<file path="config.mk">
export PLATFORM = sky130hd
export DESIGN_NAME = tlpt_ram
export DESIGN_NICKNAME = d
export VERILOG_FILES = /design/src/rtl/tlpt_ram.sv
export SDC_FILE = /design/constraint.sdc
export NUM_CORES = 1
export LEC_CHECK = 0
export ABC_AREA = 1
export BUFFER_PORTS_ARGS = -buffer_cell sky130_fd_sc_hd__buf_2
export CORE_MARGIN = 2
export CORE_UTILIZATION = 46
export DETAILED_ROUTE_END_ITERATION = 10
export GPL_TIMING_DRIVEN = 1
export PLACE_DENSITY = 0.59
export SYNTH_ARGS = -nofsm -noshare
export SYNTH_HDL_FRONTEND = slang
export SYNTH_SLANG_ARGS = --single-unit
</file>
<file path="constraint.sdc">
create_clock -name i_clk -period 1.88 [get_ports i_clk]
set_input_delay 0 -clock i_clk [delete_from_list [all_inputs] [get_ports i_clk]]
set_output_delay 0 -clock i_clk [all_outputs]
set_load 0.03 [all_outputs]
</file>
<file path="src/rtl/tlpt_ram.sv">
// Generic single-write, single-read RAM with a registered read port.
`timescale 1ns / 1ps
`default_nettype none

module tlpt_ram #(
    parameter int WIDTH = 8,
    parameter int DEPTH = 16
) (
    input  wire logic                     i_clk,
    input  wire logic                     i_we,
    input  wire logic [$clog2(DEPTH)-1:0] i_waddr,
    input  wire logic [WIDTH-1:0]         i_wdata,
    input  wire logic [$clog2(DEPTH)-1:0] i_raddr,
    output logic      [WIDTH-1:0]         o_rdata
);

    logic [WIDTH-1:0] r_mem [DEPTH];

    // Write port and registered read port.
    always_ff @(posedge i_clk) begin
        if (i_we) begin
            r_mem[i_waddr] <= i_wdata;
        end
        o_rdata <= r_mem[i_raddr];
    end

endmodule

`default_nettype wire
</file>
-- After elaboration in Yosys (flattened, before gate mapping)
Memory sizes are Yosys's and may differ from the RTL's. A register that Yosys moved wholly into a read port is not among the register bits.
Index checks and enable logic that the tools add are counted.
W data, S select, Z words.
- divide/modulo/power cells: 0
- $add $sub $neg: 0
- shifts and indexed selects: 0
- bitwise gates (word level): 0
- magnitude comparators: 0
- reductions and logical operators: 0
- equal/unequal tests: 0
- multiply operators: 0
- multiplexer cells: 2
- operators with widths (kind ; count):
    $mux W1 ; 2
- input bits: 18
- output and inout bits: 8
- latch bits: 0
- bits in read-only memories: 0
- memories: 1
- flip-flop bits (word level): 0
- bits in writable memories: 128
- memories (name ; words ; width ; rd ports ; clocked after memory_dff ; wr ports ; line ; source):
    r_mem ; 16 ; 8 ; 1 ; 1 ; 1 ; 17 ; logic [WIDTH-1:0] r_mem [DEPTH];

-- Longest topological paths before layout
- word-level depth: 2
- depth in mapped cells: 8
- mapped depth without buffers: 7

-- Worst setup path before layout
OpenSTA, ideal clock, no wires.
- path kind: in2reg
- start point: in i_waddr[2]
- end point: mem r_mem[10][0] (enable)
- stages: 2
- setup time: 0.370 ns
- data required time: 1.510 ns
- arrival time: 0.581 ns
- setup slack: 0.929 ns
- path through: nand3b_1 -> nor2_1
- RTL lines (item ; line ; source):
    start: declaration ; 11 ; input wire logic [$clog2(DEPTH)-1:0] i_waddr,
    end: declaration ; 17 ;
Straight into the memory's write port.

==> qor.yml <==
power:
  power_leakage_uw: 0.00288
  power_density_mw_per_mm2: 1060
  peakVddDrop_mv: 0.596
  finalPower_uw: 7010
placed_design:
  finalWeightedCongestion: 0.799
  port-buffer-count: 25
  hpwlAfterDp_um: 7830
timing:
  fmaxAchievable_mhz: 946
  report.final.setup_viol: 0
  worst_slew_pin_slew_ns: 0.690
  fin_crit_sh: 0.562
  worst_clock_skew_ns: 0.0145
  finalHoldViolCount: 0
  slew_viol_final: 0
  finalCriticalPeriod_ns: 1.06
  tns_ns: 0
  relSlewSlack: 0.539
  grt_setup_unrepaired: "false"
status:
  status: "complete, no violations"
synth:
  syn-num-nets: 569
  synth_area_leader_cell: "sky130_fd_sc_hd__edfxtp_1"
  ys_top_cells_by_area: "sky130_fd_sc_hd__edfxtp_1, sky130_fd_sc_hd__nand2_1, sky130_fd_sc_hd__nand3_1"
  synth.top_cell.area_share: 0.667
  post_synth_inst_count: 551
  share_of_synthesized_registers_carrying_an_async_set_or_reset: 0
  top_cells_by_instance_count_after_synthesis: "sky130_fd_sc_hd__nand2_1, sky130_fd_sc_hd__edfxtp_1, sky130_fd_sc_hd__inv_1"
  synth-main-ff-cell: "sky130_fd_sc_hd__edfxtp_1"
  dominant_cell_by_count_in_the_synthesized_netlist: "sky130_fd_sc_hd__nand2_1"
  synth.avg_cell_area_um2: 10.5
  synth.lib_cells_used.distinct: 12
  mappedNetlistArea_mm2: 0.00577
  synth-edff-count: 128
  synth_register_bits: 136
  yosys_warnings: 0
  synth_seq_area_share: 0.694
cts:
  clk_pin_slew_ns: 0.06
  cts.repair_timing.setup_buffer_count: 0
  cts_sinks: 136
  clock_latency_at_the_later_pin_of_the_worst_skew_pair_ns: 0.42
  cts_resized: 0
  cts_tree: "done"
  post_cts_hold_buffer_count: 1
  cts.path.max_buffers: 2
  cts_htree_levels: 4
  clock_tree.root_cell: "sky130_fd_sc_hd__clkbuf_16"
  cts_buffer_count: 17
routing:
  first_iter_violations: 410
  ant_nets: 0
  wire_per_inst_um: 17.1
  detail_route.vias_per_cell: 4.87
  drt_first_pass_iters: 5
  routed_wirelength_um: 13100
  total_via_count_after_detailed_routing: 3743
  drc_violation_count_after_routing: 0
worst_setup_path:
  cp.depth: 6
  worst_r2r_startpoint: "r_mem[8][4]$_DFFE_PP_"
  timing.critical_path.arrival_ns: 1.36
  critical-path-top-delay-family: "simple AND/OR/NAND/NOR gates"
  cpPeakStageDelay_ns: 0.35
  reg2reg_slack_ns: 0.82
  worst_setup_path_start_kind: "flop"
  crit_path_frequent_cell: "sky130_fd_sc_hd__nand3_1"
  rr_endpoint: "o_rdata[4]$_DFF_P_"
  worst_setup_path_startpoint: "r_mem[8][4]$_DFFE_PP_"
  endpoint_kind: "flop"
  worstSetupEndpoint: "o_rdata[4]$_DFF_P_"
  critical_path_required_ns: 2.18
  worst-r2r-cell-count: 6
  cp_num_buf_inv: 1
  crit_path_cell_trace: "inv_1, nand2_1, nand3_1, nand3_1, nand3_1, nand2_1"
  timing_worst_setup_path_type: "reg -> reg"
  worst-path-max-fanout: 1
  critical-path-slowest-cell: "sky130_fd_sc_hd__edfxtp_1"
layout:
  insertedDiodeCount: 0
  flow.area_growth_from_synthesis_pct: 15.1
  layout-drive-gt1-share: 0.118
  num-fill-cells: 1082
  layout.nets: 606
floorplan:
  die_width_um: 116
  dieHeight_um: 116
  initial_utilization: 0.476
  floorplan.rows: 40
  top_level_ports: 26
  core_region_area_mm2: 0.0121
  die_area_mm2: 0.0134
global_route:
  grt_antenna_before_repair: 0
  grt_total_ovfl: 0
  global_route.usage.total: 0.213
  grt_first_pass_wirelength_um: 20700
  first_global_vias: 3647
  grt_start_max_net_pins: 65
flow_run:
  drv_cap: 0
hold_path:
  hp-class: "in -> reg"
-- state kept, by name (all words and copies together), names as in the netlist --
signal   flops
o_rdata      8
r_mem      128
-- cells in the final DEF (no fill, tap or decap) --
| cell type | instances |
|---|---|
| sky130_fd_sc_hd__dfxtp_1 | 8 |
| sky130_fd_sc_hd__buf_12 | 1 |
| sky130_fd_sc_hd__inv_1 | 100 |
| sky130_fd_sc_hd__dlygate4sd3_1 | 1 |
| sky130_fd_sc_hd__clkbuf_1 | 4 |
| sky130_fd_sc_hd__buf_4 | 15 |
| sky130_fd_sc_hd__buf_2 | 25 |
| sky130_fd_sc_hd__clkinvlp_4 | 2 |
| sky130_fd_sc_hd__edfxtp_1 | 128 |
| sky130_fd_sc_hd__clkbuf_16 | 17 |
| sky130_fd_sc_hd__nand3_1 | 97 |
| sky130_fd_sc_hd__nand3b_1 | 2 |
| sky130_fd_sc_hd__clkbuf_8 | 1 |
| sky130_fd_sc_hd__nand2_1 | 173 |
| sky130_fd_sc_hd__clkinv_2 | 6 |
| sky130_fd_sc_hd__inv_2 | 2 |
| sky130_fd_sc_hd__bufinv_16 | 2 |
| sky130_fd_sc_hd__nor2_1 | 17 |
-- per-layer routing --
metal | part of all wire | track usage | vias up | wire, um
met5 | 0 | 0 | - | 0
met4 | 0.017 | 0.0714 | 0 | 223
met3 | 0.060 | 0.0408 | 15 | 785
met2 | 0.46 | 0.320 | 135 | 6110
met1 | 0.46 | 0.314 | 1749 | 6020
li1 | - | - | 1844 | -
-- worst min path at each step --
stage | from | endpoint | slack [ns] | depth (start not counted)
after CTS | i_wdata[7] | r_mem[13][7]$_DFFE_PP_ | 0.006 | 1
after floorplan | i_wdata[0] | r_mem[0][0]$_DFFE_PP_ | 0.1 | 0
after global placement | i_raddr[3] | o_rdata[3]$_DFF_P_ | 0.38 | 3
after detailed placement | i_raddr[3] | o_rdata[3]$_DFF_P_ | 0.37 | 3
final | i_wdata[7] | r_mem[8][7]$_DFFE_PP_ | 0.003 | 1
after global routing | i_wdata[7] | r_mem[8][7]$_DFFE_PP_ | 0.01 | 1
-- power by group --
part / total (uW) / switching, uW / leakage, uW / internal (uW)
Combinational: 444 / 325 / 0.00138 / 120
Clock: 3150 / 1180 / 0.000273 / 1970
Sequential: 3410 / 22.7 / 0.00122 / 3390
Total: 7010 / 1530 / 0.00288 / 5480
-- cells by family (layout without fill, tap and decap cells) --
logic type	after synthesis	in the layout	share of synthesized area
simple gates	289	289	0.210
buf+inv	126	176	0.0952
flops	136	136	0.694
-- cell type report --
cell class | count | area, um2 | share of cell area
timing repair buffer | 42 | 268 | 0.0403
multi-input combinational | 289 | 1210 | 0.183
tap | 168 | 210 | 0.0317
inverter | 102 | 383 | 0.0577
clock buffer | 22 | 454 | 0.0684
clock inverter | 10 | 105 | 0.0158
sequential | 136 | 4000 | 0.603
-- per-stage QoR --
stage / utilization / cells / setup WS (ns) / hold WS, ns / cell area, um2
3_3_place_gp: 0.501 / 736 / 0.663 / 0.385 / 6070
4_1_cts: 0.548 / 769 / 0.829 / 0.00579 / 6640
5_1_grt: 0.548 / 769 / 0.758 / 0.0111 / 6640
3_5_place_dp: 0.501 / 736 / 0.626 / 0.370 / 6070
2_1_floorplan: - / 551 / 0.929 / 0.0989 / 5770
6_report: 0.548 / 769 / 0.823 / 0.00311 / 6640
No activity file was read; power rests on OpenSTA's default activity.
